--- src/rtl/isl_pkg.sv ---
package isl_pkg;

  localparam int CAPACITY = 64;
  localparam int IDX_W    = (CAPACITY > 1) ? $clog2(CAPACITY) : 1;
  localparam int CNT_W    = $clog2(CAPACITY + 1);
  localparam int CMD_W    = 4;
  localparam int POS_W    = 7;
  localparam int LEN_W    = 7;
  localparam int VAL_W    = 32;
  localparam int ST_W     = 2;
  localparam int CMP_W    = (CNT_W > POS_W) ? CNT_W : POS_W;

  typedef enum logic [CMD_W-1:0] {
    CMD_PREPEND   = 4'd0,
    CMD_APPEND    = 4'd1,
    CMD_POP_LAST  = 4'd2,
    CMD_POP_FIRST = 4'd3,
    CMD_FIRST     = 4'd4,
    CMD_LAST      = 4'd5,
    CMD_GET       = 4'd6,
    CMD_REMOVE    = 4'd7,
    CMD_INSERT    = 4'd8,
    CMD_CLEAR     = 4'd9
  } cmd_t;

  typedef enum logic [ST_W-1:0] {
    ST_OK    = 2'd0,
    ST_EMPTY = 2'd1,
    ST_FULL  = 2'd2,
    ST_INDEX = 2'd3
  } status_t;

  typedef struct packed {
    logic [CMD_W-1:0]        cmd;
    logic [POS_W-1:0]        position;
    logic signed [VAL_W-1:0] value_in;
  } in_item_t;

  typedef struct packed {
    logic signed [VAL_W-1:0] value_out;
    logic [ST_W-1:0]         status;
    logic [LEN_W-1:0]        length;
  } out_item_t;

  // Broadcast to every cell: open a gap at pos, or close the slot at pos.
  typedef struct packed {
    logic             ins;
    logic             rem;
    logic [IDX_W-1:0] pos;
  } cell_ctl_t;

endpackage

--- src/rtl/isl_cell.sv ---
module isl_cell (
  input  logic                           clk,
  input  isl_pkg::cell_ctl_t             ctl,
  input  logic [isl_pkg::IDX_W-1:0]      cell_idx,
  input  logic signed [isl_pkg::VAL_W-1:0] din,
  input  logic signed [isl_pkg::VAL_W-1:0] left_val,
  input  logic signed [isl_pkg::VAL_W-1:0] right_val,
  output logic signed [isl_pkg::VAL_W-1:0] cell_val
);

  logic signed [isl_pkg::VAL_W-1:0] val_r;
  logic signed [isl_pkg::VAL_W-1:0] val_nxt;

  always_comb begin
    val_nxt = val_r;
    if (ctl.ins) begin
      if (cell_idx == ctl.pos) begin
        val_nxt = din;
      end else if (cell_idx > ctl.pos) begin
        val_nxt = left_val;
      end
    end else if (ctl.rem) begin
      if (cell_idx >= ctl.pos) begin
        val_nxt = right_val;
      end
    end
  end

  always_ff @(posedge clk) begin
    val_r <= val_nxt;
  end

  assign cell_val = val_r;

endmodule

--- config.mk ---
export PLATFORM = sky130hd
export DESIGN_NAME = isl_cell
export DESIGN_NICKNAME = d
export VERILOG_FILES = /design/src/rtl/isl_pkg.sv /design/src/rtl/isl_cell.sv
export SDC_FILE = /design/constraint.sdc
export NUM_CORES = 1
export LEC_CHECK = 0
export ABC_AREA = 1
export BUFFER_PORTS_ARGS = -buffer_cell sky130_fd_sc_hd__buf_4
export CORE_MARGIN = 3
export CORE_UTILIZATION = 25
export CTS_CLUSTER_DIAMETER = 100
export DETAILED_ROUTE_END_ITERATION = 7
export PLACE_DENSITY = 0.52
export REMOVE_ABC_BUFFERS = 1
export SYNTH_ARGS = -nofsm -noshare
export SYNTH_HDL_FRONTEND = slang
export SYNTH_SLANG_ARGS = --single-unit
--- constraint.sdc ---
create_clock -name clk -period 5.4 [get_ports clk]
set_clock_uncertainty 0.05 [all_clocks]
set_input_delay 1.08 -clock clk [delete_from_list [all_inputs] [get_ports clk]]
set_output_delay 1.08 -clock clk [all_outputs]
set_load 0.02 [all_outputs]
==> results_dict.tcl <==
set metrics [dict create \
    status "finished, final reports clean" \
    postCtsSetupBuffers 0 \
    numCtsBuffers 5 \
    relSlewSlack_pct 62.3 \
    p_leak_uw 0.00175 \
    cp.arrival_ns 2.95 \
    wl_um 6330 \
    switching_share_pct 30.0 \
    drv_cap 0 \
    cts-resized-gates 0 \
    dieArea_um2 9270 \
    worstSetupEndpointType "flip-flop" \
    placementRows 32 \
    critPathMaxStageDelay_ns 0.40 \
    area_growth_pct 58.1 \
    drtAntennaViolNets 0 \
    crit_family "simple AND/OR/NAND/NOR gates" \
    vias 2152 \
    final_area_um2 3220 \
    dp.cells 503 \
    die_w_um 96.3 \
    final-setup-viol-count 0 \
    p_int_uw 528 \
    path_buf_inv 4 \
    peakVddDrop_v 0.0000869 \
    layout.nets 525 \
    drt_iter0_drc 67 \
    layout_commonest_cell "nand2_1" \
    min_path_type "in -> reg" \
    path_max_fanout 34 \
    cts.path.max_buffers 2 \
    power_switching_uw 227 \
    clock_sinks 32 \
    drive_gt1_share_pct 37.7 \
    start_kind "input port" \
    hold_buffers 0 \
    rsz0062_at_grt "no" \
    drc_errors 0 \
    largest_reg_flops 32 \
    root_buffer "clkbuf_8" \
    antenna_found_initial 0 \
    fmax_mhz 325 \
    hold_viol 0 \
    hold_depth 3 \
    io_pins 143 \
    report.final.slew_viol_count 0 \
    detail_route.wl_per_cell_um 12.4 \
    worstMarginPinSlew_ns 0.565 \
    synth_seq_cells 32 \
    coreArea_um2 7810 \
    synthCells 274 \
    power_frac_clock_pct 22.7 \
    worstPathRequired_ns 5.28 \
    grt_pass1_wl_um 9500 \
    die_h_um 96.3 \
    yosysWarnings 0 \
    start_util_pct 26.1 \
    vias_per_cell 4.21 \
    ys_types 16 \
    gp_congestion 0.738 \
    synth_top_area_cell "edfxtp_1" \
    p_per_area_nw_per_um2 234 \
    grt_pass1_vias 2096 \
    whs_ns 1.03 \
    cp_cell_sequence "buf_4, inv_1, ha_1, nand2_2, nor2_8, nand2_4, nand3_1, nand2_1, inv_1, buf_4" \
    overflow 0 \
    synth_top_cell_area_share_pct 47.2 \
    place_area_um2 3140 \
    finalCritPeriodShare_pct 56.9 \
    cts_tree "done" \
    final_cells 511 \
    tns_ns 0 \
    cp.depth 10 \
    netlist_area_um2 2040 \
    drtPass1Iterations 4 \
    mostFrequentLayoutCells "nand2_1, buf_4, nand3_1" \
    combPwrFrac_pct 33.2 \
    grt_util_all_layers_pct 13.2 \
    cts-htree-levels 2 \
    ys_seq_area_share_pct 47.2 \
    hpwl_um 4800 \
    clkTransAtPathRegs_ns 0.06 \
    grt_max_degree 35 \
    io_buffers 142 \
    num_antenna_cells 0 \
    fin_crit_ns 3.07 \
    seq_power_share_pct 44.1 \
    synth.area.top_cells "edfxtp_1, nand2_1, nand3_1" \
    critPathSlowestCell "nor2_8" \
    crit_type "in -> reg" \
    avgSynthCellArea_um2 7.43 \
]
==> cell type report <==
class                   instances  area, um^2
clock buffers                   7        76.3
inverters                      13        48.8
well taps                     102         128
flip-flops and latches         32         961
clock inverters                 1        3.75
fillers                       817        4590
multi-input cells             213         930
repair buffers                143        1070
==> worst paths after layout <==
check / start / slack [ns] / endpoint
setup / recovery: ctl[3] / 2.33 / cell_val[13]$_DFFE_PP_
hold / removal: right_val[24] / 1.03 / cell_val[24]$_DFFE_PP_
==> power by group through the flow <==
stage / combinational [uW] / clock, uW / sequential (uW)
2_1_floorplan: 61.9 / 0 / 388
3_3_place_gp: 253 / 0 / 338
3_5_place_dp: 254 / 0 / 338
4_1_cts: 255 / 181 / 333
5_1_grt: 275 / 193 / 336
6_report: 251 / 171 / 333
==> synth_stat cells (all sizes together) <==
cell type and n:
o21bai 1, edfxtp 32, buf 9, inv 13
nand2 170, nand3 33, a21oi 1, ha 6
or2 1, clkbuf 7, nor2 1
==> through the flow <==
step                      utilization [%]  worst slack, ns  power, uW
after floorplan                         -             2.12        450
after global placement               40.2             2.03        591
after detailed placement             40.2             2.00        593
after CTS                            41.3             2.29        769
after global routing                 41.3             2.10        804
final                                41.3             2.33        755
==> tightest hold or removal path, cell delays in order <==
cell	delay (ns)
buf_4	0.08
nand2_1	0.04
nand2_1	0.05
==> logic make-up (layout without fill, tap and decap cells) <==
kind of cell | count (synthesis) | after routing | share of synthesized area [%]
buffers and inverters | 29 | 164 | 7.19
AOI/OAI and AO/OA | 2 | 2 | 0.614
DFF | 32 | 32 | 47.2
adders and majority gates | 6 | 6 | 3.69
and+or+nand+nor | 205 | 205 | 41.3
==> layer usage <==
layer  GRT usage, %  wire length, um
met1           15.7             2530
met4           3.32               64
met3           4.14              604
met2           22.8             3130
met5              0                0
No activity file was read; power rests on OpenSTA's default activity.
